`src/sv/rtfq_ram.sv`:
```
// ----------------------------------------------------------------------------
// rtfq_ram
// Generic single-port-write, single-port-read RAM with registered read.
// ----------------------------------------------------------------------------
module rtfq_ram #(
    parameter int WIDTH = 8,
    parameter int DEPTH = 64
) (
    input  logic                     clk,
    input  logic                     we,
    input  logic [$clog2(DEPTH)-1:0] waddr,
    input  logic [WIDTH-1:0]         wdata,
    input  logic [$clog2(DEPTH)-1:0] raddr,
    output logic [WIDTH-1:0]         rdata
);
    logic [WIDTH-1:0] mem [DEPTH];

    always_ff @(posedge clk)
    begin
        if (we)
        begin
            mem[waddr] <= wdata;
        end
        rdata <= mem[raddr];
    end
endmodule

```
`config.mk`:
```
export PLATFORM = sky130hd
export DESIGN_NAME = rtfq_ram
export DESIGN_NICKNAME = d
export VERILOG_FILES = /design/src/sv/rtfq_ram.sv
export SDC_FILE = /design/constraint.sdc
export NUM_CORES = 1
export LEC_CHECK = 0
export BUFFER_PORTS_ARGS = -buffer_cell sky130_fd_sc_hd__buf_2
export CAP_MARGIN = 20
export CORE_MARGIN = 2
export CORE_UTILIZATION = 53
export DETAILED_ROUTE_END_ITERATION = 6
export PLACE_DENSITY = 0.73
export SYNTH_ARGS = -nofsm -noshare
export SYNTH_HDL_FRONTEND = slang
export SYNTH_SLANG_ARGS = --single-unit
```
`constraint.sdc`:
```
create_clock -name clk -period 2.04 [get_ports clk]
set_clock_uncertainty 0.05 [all_clocks]
set_input_delay 0.408 -clock clk [delete_from_list [all_inputs] [get_ports clk]]
set_output_delay 0.408 -clock clk [all_outputs]
set_load 0.05 [all_outputs]
```
* Word-level counts from Yosys, hierarchy flattened
Memories as Yosys holds them, arrays and structs flattened. A register that Yosys moved wholly into a read port is not among the register bits.
Cells that the tools add are included.
** Storage, ports and cells
- Bits in latches :: 0
- Output and inout port bits :: 8
- Flip-flop bits (word level) :: 0
- ROM bits :: 0
- Memories kept :: 1
- Input port bits :: 22
- Memory bits (writable) :: 512
** Cells by class
- $add $sub $neg :: 0
- Bitwise operators :: 0
- Muxes and demuxes :: 2
- Divide/modulo/power cells :: 0
- Eq/ne operators :: 0
- Magnitude comparators :: 0
- Shifts and indexed selects :: 0
- $mul :: 0
- Reductions and logical operators :: 0
** Memories
- mem :: words 64, bits a word 8, read ports 1, clocked after memory_dff 1, wr ports 1, RTL line 16 : logic [WIDTH-1:0] mem [DEPTH];
** Operators by type and width (count)
- 1-bit two-way mux :: 2

* Logic depth before layout (Yosys ltp)
Gate-level depths: netlist of run 1.
- Word-level depth :: 2
- Gate-level depth with buffers :: 9
- Gate-level depth less buffers :: 5

* Least setup slack after synthesis of run 1
OpenSTA, ideal clock, no wires.
- Kind :: input -> register
- From :: input port raddr[1]
- To :: register rdata[3] (read register of mem)
- Setup time :: 0.128 ns
- Data required time :: 1.862 ns
- Data arrival time :: 1.948 ns
- Buffers on the path :: 3
- Path slack :: -0.086 ns
- Stages on the path :: 7
- Cells stage by stage :: buf_4 buf_2 buf_2 mux4_2 mux4_2 o21ai_1 o41ai_1
** RTL lines
- start: declaration :: RTL line 13 : input logic [$clog2(DEPTH)-1:0] raddr,
- end: declaration :: RTL line 14 : output logic [WIDTH-1:0] rdata

==> metrics.md, run 1 <==
| Metric | Value |
|---|---|
| Worst reg2reg path endpoint | `rdata[6]` |
| Die Ht | `about 200 µm` |
| Pre-CTS setup slack | `-0.691 ns` |
| Final instance area | `between 20000 and 25000 µm²` |
| Worst hold endpoint | `mem[48][4]` |
| Worst R2R Setup Slack | `0.06 ns` |
| Worst Path Max Fanout | `1` |
| Die ar. | `between 30000 and 40000 µm²` |
| Setup crit start kind | `register` |
| Slowest cell on crit path | `mux4_2` |
| RSZ-0062 raised after global routing | `no` |
| Max rail drop VDD | `0.000681 V` |
| Hold Crit Class | `input pin to register` |
| Placed cells | `between 1500 and 2000` |
| First-pass GRT wire length | `67.6 mm` |
| Area grow syn2layout | `18.1%` |
| Critical Path RT | `~2.4 ns` |
| Via/cell ratio | `around 6` |
| Synth Register Bits | `520` |
| Yosys cell types | `40` |
| Vias | `about 10000` |
| Final hold violations | `0` |
| Largest net degree at the start of global routing | `65` |
| Outcome | `complete, no violations` |
| Final setup viols | `0` |
| Yosys top cell area share | `about three quarters` |
| GP Congestion | `about 0.8` |
| Total power draw | `22.1 mW` |
| Minimum hold slack | `~0.18 ns` |
| Syn_nets | `962` |
| Worst Setup End Kind | `register` |
| R2R cell count | `5` |
| Post-synth top flop | `edfxtp_1` |
| YS warnings | `0` |
| Initial antenna violation count | `5` |
| CTS Buf Count | `between 40 and 50` |
| Setup total negative slack | `0 ns` |
| FMAX | `just over 0.5 GHz` |
| Hold buffers post-CTS | `0` |
| Hold Crit Depth | `1` |
| Worst-margin pin slew | `0.742 ns` |
| Row count | `71` |
| Worst-path cell chain | `mux4_2 -> mux2_2 -> o221a_2 -> nor3_4 -> o32ai_1` |
| Layout Cells excl Fill | `approximately 1700` |
| Post-synthesis sequential area ratio | `about 77%` |
| Root Buffer | `clkbuf_16` |
| PortBufs | `29` |
| H-tree levels | `2` |
| Die Wd | `between 150 and 200 µm` |
| Vias in the first global route | `10500` |
| Mean area per synthesized cell | `between 20 and 25 µm²` |
| Placement Cell Area | `22100 µm²` |
| Proportion of layout cells with a drive suffix above 1 | `between 30% and 40%` |
| Clk sink count | `520` |
| Per-cell routed wire length | `roughly 27 µm` |
| Placeable Area | `about 38000 µm²` |
| Number of flops mapped to enable cells by yosys | `between 500 and 600` |
| Post-DP HPWL | `slightly below 30 mm` |
| Crit share post-route | `97.0%` |
| Initial Util | `53.7%` |
| Power per cell area | `just over 900 nW/µm²` |
| CTS tree | `yes` |
| Top cells by area, synth | `edfxtp_1 (76%), mux4_2 (14%), nor2_1 (1.5%)` |
| Synth Cell Area | `20200 µm²` |
| Area leader, netlist | `edfxtp_1` |
| Worst Path Arrival | `2.38 ns` |
| Clk_lat worst skew | `0.58 ns` |
| Worst slew margin | `slightly above 50%` |
| Number of top-level pins | `30` |
| Leakage | `slightly below 8 nW` |
| Pre-antenna DRT Iters | `5` |
| Syn Inst Count | `940` |
| Max Slew Vio Count | `0` |
| Clock transition at path regs | `~0.070 ns` |
| Final Critical Period | `1.98 ns` |
| Worst Slack Setup Final | `0.0608 ns` |
| Post-route ant nets | `0` |
| Drt drc | `0` |
| Reg-to-reg startpoint | `mem[20][6]` |
| Hold path start | `wdata[4]` |
| Initial DRC count | `1179` |
| CP Class | `register to register` |
| Post-layout util | `63.4%` |
| CP peak stage delay | `0.46 ns` |
| GRT Total Usage | `23.9%` |
| Ys async rst share | `0%` |
| Final WL | `roughly 45 mm` |
| Grt total ovfl | `0` |
| CTS Buffer Depth | `3` |
| Final net count | `between 1000 and 1500` |
| MaxCap Viol Count | `0` |
per-layer routing:
layer / global-route usage, % / part of all wire, % / vias to the layer above
li1: - / - / 4322
met1: 32.5 / 40 / 5280
met2: 39.2 / 49 / 468
met3: 4.02 / 7.7 / 92
met4: 8.98 / 3.1 / 2
met5: 0 / 0.029 / -
power by group:
part	total, mW	switching [mW]	internal, mW
registers	11.9	0.0329	11.8
clock network	8.93	3.74	5.19
logic	1.33	0.776	0.558
total	22.1	4.55	17.6
layout make-up:
class	instances	area [µm²]
Fill cell	2503	13800
Multi-Input combinational cell	369	4350
Clock buffer	60	1310
Tap cell	511	639
Antenna cell	5	12.5
Timing Repair Buffer	199	1700
Sequential cell	520	15500
Clock inverter	27	269
critical path: cells and delay by family (launching register included):
kind / cells / cell delay (ns)
compound gates: 2 / 0.42
flops: 1 / 0.38
mux: 2 / 0.73
simple gates: 1 / 0.27
timing repair:
| item | CTS | global route |
|---|---|---|
| pin swaps | 0 | 1 |
| setup buffers | 0 | 0 |
| gates resized for setup | 4 | 2 |
| setup endpoints to repair | 4 | 2 |
worst max path at each step:
stage,endpoint,start,slack [ns],depth (start not counted)
global route,rdata[6],mem[20][6],0.03,5
detailed placement,rdata[4],raddr[0],-0.69,7
finish,rdata[6],mem[20][6],0.06,5
CTS,rdata[4],mem[25][4],0.02,5
global placement,rdata[4],raddr[0],-0.68,7
floorplan,rdata[7],raddr[1],0.007,8
cell families after synthesis:
logic type,count (synthesis),share of synthesized area [%]
AOI/OAI and AO/OA,54,2.07
buffers and inverters,51,1.57
DFF,520,77.0
muxes,162,15.9
and+or+nand+nor,153,3.39
registers in the layout, indices dropped and copies added, names as in the netlist:
name,flops
rdata,8
mem,512
placed cells by master (no fill, tap or decap), drive strengths merged, types with 8 or more instances in the layout:
master / n
edfxtp: 512
buf: 198
mux4: 126
nor2: 83
clkbuf: 61
mux2i: 23
nand2: 19
clkinv: 16
nor2b: 14
mux2: 13
nand3: 13
o221ai: 8
o22ai: 8
dfxtp: 8
synthesized netlist by cell type, types with 3 or more instances:
cell / instances
o22ai_1: 8
dfxtp_1: 8
o2111ai_1: 3
nand3b_1: 3
buf_1: 4
nor3_1: 7
nor2b_1: 14
buf_6: 4
buf_2: 11
a21oi_1: 3
mux2i_1: 23
nand2b_1: 7
clkbuf_1: 17
o2bb2ai_1: 3
nand3_1: 13
mux2_2: 13
buf_4: 13
o221ai_1: 8
a211oi_1: 4
a221oi_1: 6
nor2_1: 83
a22oi_1: 3
nand2_1: 19
mux4_2: 126
edfxtp_1: 512
Power figures use the tool's default switching activity.
==> run 2, diff against run 1 <==
- TNS_END_PERCENT: default -> 10
- clock period: 2.04 -> 1.8 ns (I/O delays scaled with it)
==> run 2 against run 1 <==
  * The run now ends with setup timing left
  * Final cell count is 0.53% higher
  * Via count is 1.3% higher
  * Total power is 19% higher
  * Non-clock buffer count is 4 higher
  * Highest routed layer unchanged
  * Routed wire length is 2.8% higher
  * Core utilization is 0.87 points higher
  * Largest power group unchanged
  * Global-route usage is 0.67 points higher
  * Maximum frequency is 0.18% lower
  * First-iteration DRC count is 3.4% lower
==> metrics.md, run 2 (synthesis gave the netlist of run 1 again) <==
| Metric | Value |
|---|---|
| Pint | `between 20 and 25 mW` |
| CTS tree | `yes` |
| Hold path start | `raddr[5]` |
| CTS Buf Count | `50` |
| FMAX | `roughly 0.50 GHz` |
| Worst Path Max Fanout | `1` |
| Sw Share | `approximately a fifth` |
| Root Buffer | `clkbuf_16` |
| Most frequent CP cell | `mux4_2` |
| Minimum hold slack | `~0.18 ns` |
| Final instance area | `24100 µm²` |
| Clock transition at path regs | `0.07 ns` |
| Worst Path Arrival | `2.40 ns` |
| Hold Crit Depth | `3` |
| GP Congestion | `about 0.85` |
| Commonest non-fill, non-tap cell in the layout | `edfxtp_1` |
| Switching power | `approximately 5.5 mW` |
| Combinational group share of total power | `between 5 and 6%` |
| Per-cell routed wire length | `about 27 µm` |
| Via/cell ratio | `~6.1` |
| CP peak stage delay | `between 0.5 and 0.6 ns` |
| Critical Path RT | `2.22 ns` |
| Proportion of layout cells with a drive suffix above 1 | `~37%` |
| Initial antenna violation count | `4` |
| Top reg by flops | `mem` |
| WL met1 | `between 15 and 20 mm` |
| GRT Total Usage | `between 20% and 30%` |
| Leakage | `7.93 nW` |
| Worst Setup End Kind | `register` |
| Metal2 WL | `~23 mm` |
| Post-DP HPWL | `29.5 mm` |
| Vias | `10300` |
| MaxCap Viol Count | `0` |
| Worst slew margin | `~51%` |
| Top Registers | `mem: 512 flops, rdata: 8 flops` |
| Row count | `slightly above 70` |
| Max reg flops | `slightly above 500` |
| PortBufs | `29` |
| Final setup viols | `8` |
| Hold buffers post-CTS | `0` |
| Worst Slack Setup Final | `-0.183 ns` |
| CP Class | `register to register` |
| CTS Buffer Depth | `3` |
| Final net count | `around 1200` |
| Vias in the first global route | `~11000` |
| Worst reg2reg path endpoint | `rdata[5]` |
| Largest net degree at the start of global routing | `65` |
| Worst-path cell chain | `mux4_2 -> mux4_2 -> o21ai_4 -> o41ai_1` |
| Slowest cell on crit path | `mux4_2` |
| Leading cell types in the layout, fill and taps excluded | `edfxtp_1 (512), buf_4 (155), mux4_2 (126)` |
| Pre-antenna DRT Iters | `5` |
| Part of the power in registers | `51.0%` |
| Layout Cells excl Fill | `1700` |
| Number of top-level pins | `30` |
| Outcome | `finished, violations left` |
| Placement Cell Area | `22200 µm²` |
| Placed cells | `between 1500 and 2000` |
| Worst hold endpoint | `rdata[2]` |
| Die ar. | `~40000 µm²` |
| Worst-margin pin slew | `between 0.7 and 0.8 ns` |
| Top sig layer | `met5` |
| Clk sink count | `520` |
| Drt drc | `0` |
| Placeable Area | `37600 µm²` |
| Delay-heaviest family, CP | `multiplexers` |
| Max Slew Vio Count | `0` |
| Final hold violations | `0` |
| R2R cell count | `4` |
| Worst R2R Setup Slack | `-0.18 ns` |
| Initial DRC count | `~1100` |
| Reg-to-reg startpoint | `mem[50][5]` |
| Post-route ant nets | `0` |
| Crit share post-route | `110%` |
| Die Wd | `199 µm` |
| First-pass GRT wire length | `just under 70 mm` |
| RSZ-0062 raised after global routing | `yes` |
| Area grow syn2layout | `19.7%` |
| Final WL | `approximately 46 mm` |
| Initial Util | `between 50% and 60%` |
| Violated checks | `setup timing` |
| Crit path buffers/inverters | `0` |
| Clk_lat worst skew | `approximately 0.60 ns` |
| Power per cell area | `roughly 1100 nW/µm²` |
| Clock power frac | `about 43%` |
| Met3 wire length | `3.94 mm` |
| Max rail drop VDD | `around 0.0008 V` |
| Setup crit start kind | `register` |
| Final Critical Period | `just under 2 ns` |
| H-tree levels | `2` |
| Die Ht | `about 200 µm` |
| Grt total ovfl | `0` |
| Hold Crit Class | `input pin to register` |
run 2: tightest hold or removal path: cells and delay by family:
| kind | cells | cell delay (ns) |
|---|---|---|
| AOI/OAI and AO/OA | 1 | 0.06 |
| and+or+nand+nor | 1 | 0.12 |
| buffers and inverters | 1 | 0.24 |
run 2: repair_timing:
item                       CTS  global route
pin swaps                    4             1
setup buffers                0             0
gates resized for setup     19             4
setup endpoints to repair    8             9
run 2: how the worst max path moves through the flow:
stage,cells past startpoint,slack [ns],startpoint,end
3_5_place_dp,7,-0.86,raddr[0],rdata[6]
6_report,4,-0.18,mem[50][5],rdata[5]
2_1_floorplan,7,-0.16,raddr[0],rdata[7]
5_1_grt,4,-0.23,mem[51][5],rdata[5]
3_3_place_gp,6,-0.84,raddr[0],rdata[3]
4_1_cts,6,-0.24,mem[20][6],rdata[6]
run 2: layout make-up:
type	instances	area, µm²
Multi-Input combinational cell	369	4440
Timing Repair Buffer	203	1710
Clock buffer	57	1300
Clock inverter	37	507
Antenna cell	3	7.51
Sequential cell	520	15500
Fill cell	2429	13400
Tap cell	511	639
run 2: through the flow:
| stage | TNS [ns] | setup slack [ns] | util, % | total power [mW] |
|---|---|---|---|---|
| 2_1_floorplan | -10.58 | -0.158 | - | 14.5 |
| 3_3_place_gp | -5.93 | -0.841 | 58.9 | 15.2 |
| 3_5_place_dp | -8.06 | -0.860 | 59.0 | 15.2 |
| 4_1_cts | -0.953 | -0.239 | 64.0 | 26.5 |
| 5_1_grt | -1.25 | -0.229 | 64.2 | 27.1 |
| 6_report | -0.859 | -0.183 | 64.2 | 26.4 |
run 2: power groups by stage:
stage | Clock [mW] | Combinational, mW | Sequential [mW]
6_report | 11.4 | 1.56 | 13.4
5_1_grt | 12.0 | 1.65 | 13.4
4_1_cts | 11.5 | 1.54 | 13.4
3_5_place_dp | 0 | 1.50 | 13.7
3_3_place_gp | 0 | 1.46 | 13.7
2_1_floorplan | 0 | 0.733 | 13.8
run 2: layer usage:
layer / GRT usage [%] / vias up
met5: 0 / -
met4: 8.79 / 4
met3: 5.11 / 103
met2: 40.0 / 462
met1: 33.2 / 5385
li1: - / 4339
==> run 3, diff against run 2 <==
- ABC_AREA: default -> 1
- PLACE_DENSITY: 0.73 -> 0.7
- clock period: 1.8 -> 2.4 ns (I/O delays scaled with it)
==> run 3 against run 2 <==
  * The flow now finishes without violations
  * Final cell count rose by 44%
  * Sequential cell count stayed put
  * Die area is 5.7% higher
  * Core utilization decreased by 3.8 points
  * Worst hold slack gained 0.081 ns
  * Highest routed layer is now met4
==> metrics.md, run 3 <==
| Metric | Value |
|---|---|
| Die ar. | `approximately 42000 µm²` |
| Initial antenna violation count | `2` |
| Post-CTS Resized | `0` |
| Area grow syn2layout | `12.6%` |
| Initial DRC count | `about 1500` |
| Placeable Area | `39700 µm²` |
| Number of flops mapped to enable cells by yosys | `512` |
| Post-synth top flop | `edfxtp_1` |
| Area leader, netlist | `edfxtp_1` |
| Proportion of layout cells with a drive suffix above 1 | `11.0%` |
| Hold Crit Depth | `3` |
| GRT Total Usage | `25.2%` |
| Worst-path cell chain | `buf_2` |
| Post-synthesis sequential area ratio | `~73%` |
| Pre-CTS setup slack | `~0.15 ns` |
| Final WL | `51.6 mm` |
| Clk_lat worst skew | `a little under 0.6 ns` |
| Setup crit start kind | `register` |
| CTS Buffer Depth | `3` |
| Worst-margin pin slew | `around 1.1 ns` |
| Per-cell routed wire length | `approximately 21 µm` |
| RSZ-0062 raised after global routing | `no` |
| Post-CTS setup buffer count | `0` |
| Top reg by flops | `mem` |
| PortBufs | `29` |
| Hold Crit Class | `input pin to register` |
| Outcome | `complete, no violations` |
| Commonest non-fill, non-tap cell in the layout | `nand2_1` |
| Crit share post-route | `between 70% and 80%` |
| Worst slew margin | `just under 30%` |
| Power per cell area | `approximately 800 nW/µm²` |
| CP Class | `register to primary output` |
| Final Critical Period | `between 1.5 and 2 ns` |
| Root Buffer | `clkbuf_16` |
| Reg-to-reg startpoint | `mem[44][6]` |
| Leakage | `8.81 nW` |
| Synth Cell Area | `21300 µm²` |
| Clock transition at path regs | `0.06 ns` |
| CTS tree | `yes` |
| Max Slew Vio Count | `0` |
| YS warnings | `0` |
| CP peak stage delay | `0.45 ns` |
| Vias in the first global route | `about 13000` |
| Crit path buffers/inverters | `1` |
| CTS Buf Count | `slightly above 50` |
| Drt drc | `0` |
| Most frequent cell after synthesis | `nand2_1` |
| Most common library cells after synthesis | `nand2_1 (648), edfxtp_1 (512), nand3_1 (439), nor2_1 (56), buf_2 (37)` |
| Syn Inst Count | `1805` |
| Yosys top cell area share | `between 70% and 80%` |
| Setup total negative slack | `0 ns` |
| Slowest cell on crit path | `dfxtp_1` |
| Max rail drop VDD | `roughly 0.0007 V` |
| Hold buffers post-CTS | `0` |
| Worst Setup End Kind | `primary output` |
| Fillers | `~3100` |
| Final hold violations | `0` |
| Largest net degree at the start of global routing | `130` |
| Initial Util | `between 50% and 60%` |
| Post-DP HPWL | `30.1 mm` |
| Post-route ant nets | `0` |
| Worst R2R Setup Slack | `a little over 1 ns` |
| Row count | `73` |
| Grt total ovfl | `0` |
| Die Ht | `around 200 µm` |
| Mean area per synthesized cell | `about 12 µm²` |
| R2R cell count | `8` |
| Clk sink count | `520` |
| Die Wd | `205 µm` |
| H-tree levels | `2` |
| Worst Slack Setup Final | `approximately 0.52 ns` |
| Final net count | `roughly 1900` |
| Pre-antenna DRT Iters | `6` |
| Worst reg2reg path endpoint | `rdata[6]` |
| Syn_nets | `approximately 1800` |
| Final setup viols | `0` |
| Leading cell types in the layout, fill and taps excluded | `nand2_1 (648), edfxtp_1 (512), nand3_1 (439)` |
| Worst Path Max Fanout | `1` |
| Vias | `~14000` |
| FMAX | `0.533 GHz` |
| Via/cell ratio | `between 5 and 6` |
| Top Registers | `mem: 512 flops, rdata: 8 flops` |
| Hold path start | `raddr[5]` |
| Critical Path RT | `roughly 1.9 ns` |
| Worst Path Arrival | `around 1.4 ns` |
| Worst hold endpoint | `rdata[0]` |
| Ys async rst share | `0%` |
| First-pass GRT wire length | `79.2 mm` |
| Top cells by area, synth | `edfxtp_1 (72%), nand2_1 (11%), nand3_1 (10%)` |
| Yosys cell types | `16` |
| Number of top-level pins | `30` |
| Delay-heaviest family, CP | `flip-flops` |
| Synth Register Bits | `520` |
| MaxCap Viol Count | `0` |
| Max reg flops | `just over 500` |
| GP Congestion | `0.881` |
## run 3: cell count changes after synthesis, moves of 10 or more
cell,before,now
mux4_2,126,0
inv_1,0,10
mux2i_1,23,0
mux2_2,13,0
buf_6,4,35
buf_2,11,37
nand2_1,19,648
nand3_1,13,439
nor2_1,83,56
nor2b_1,14,0
## run 3: per-stage QoR
stage	power, mW	instance area [µm²]	cells	hold WS (ns)	utilization (%)
final	19.2	24000	2451	0.260	60.5
after global routing	19.7	24000	2451	0.249	60.5
after CTS	19.3	24000	2448	0.216	60.4
after detailed placement	11.5	22400	2356	0.756	56.3
after global placement	11.5	22400	2356	0.734	56.3
after floorplan	11.0	21300	1805	0.529	-
## run 3: worst max-delay path by stage
stage	from	endpoint	slack [ns]	depth (start not counted)
detailed placement	raddr[1]	rdata[3]	0.15	11
CTS	rdata[3]	rdata[3]	0.48	1
global placement	raddr[1]	rdata[3]	0.15	11
finish	rdata[3]	rdata[3]	0.52	1
floorplan	we	mem[48][0]	0.10	3
global route	rdata[3]	rdata[3]	0.51	1
## run 3: cells by family after synthesis
| logic type | synth area share (%) |
|---|---|
| AND/OR/NAND/NOR | 23.2 |
| flip-flops | 72.8 |
| buffers and inverters | 4.02 |
## run 3: area by class of cell
| cell class | count | area, µm² | area share (%) |
|---|---|---|---|
| well taps | 525 | 657 | 2.73 |
| clock buffers | 69 | 1390 | 5.77 |
| multi-input cells | 1160 | 4950 | 20.6 |
| repair buffers | 140 | 1210 | 5.02 |
| inverters | 12 | 52.6 | 0.219 |
| flip-flops and latches | 520 | 15500 | 64.6 |
| diodes | 2 | 5.00 | 0.0208 |
| clock inverters | 23 | 244 | 1.02 |
## run 3: worst register-to-register path, cell delays in order (launching register included)
cell and delay (ns):
edfxtp_1 0.37, nand2_1 0.13, nand3_1 0.17, nand3_1 0.14, nand2_1 0.07, nand2_1 0.06
nand3_1 0.11, nand3_1 0.12, nand2_1 0.05
## run 3: layer usage
metal  vias to the layer above  routed length [µm]  global-route usage, %  part of all wire, %
met5                         -                   0                      0                    0
li1                       6511                   -                      -                    -
met1                      6848               20700                   34.6                   40
met3                       123                4590                   4.69                  8.9
met4                         0                1640                   9.32                  3.2
met2                       670               24700                   40.5                   48
## run 3: power breakdown
group	total (mW)	internal, mW	switching, mW
clock network	7.85	4.58	3.27
registers	10.1	10.1	0.0412
logic	1.26	0.334	0.928
total	19.2	15.0	4.24
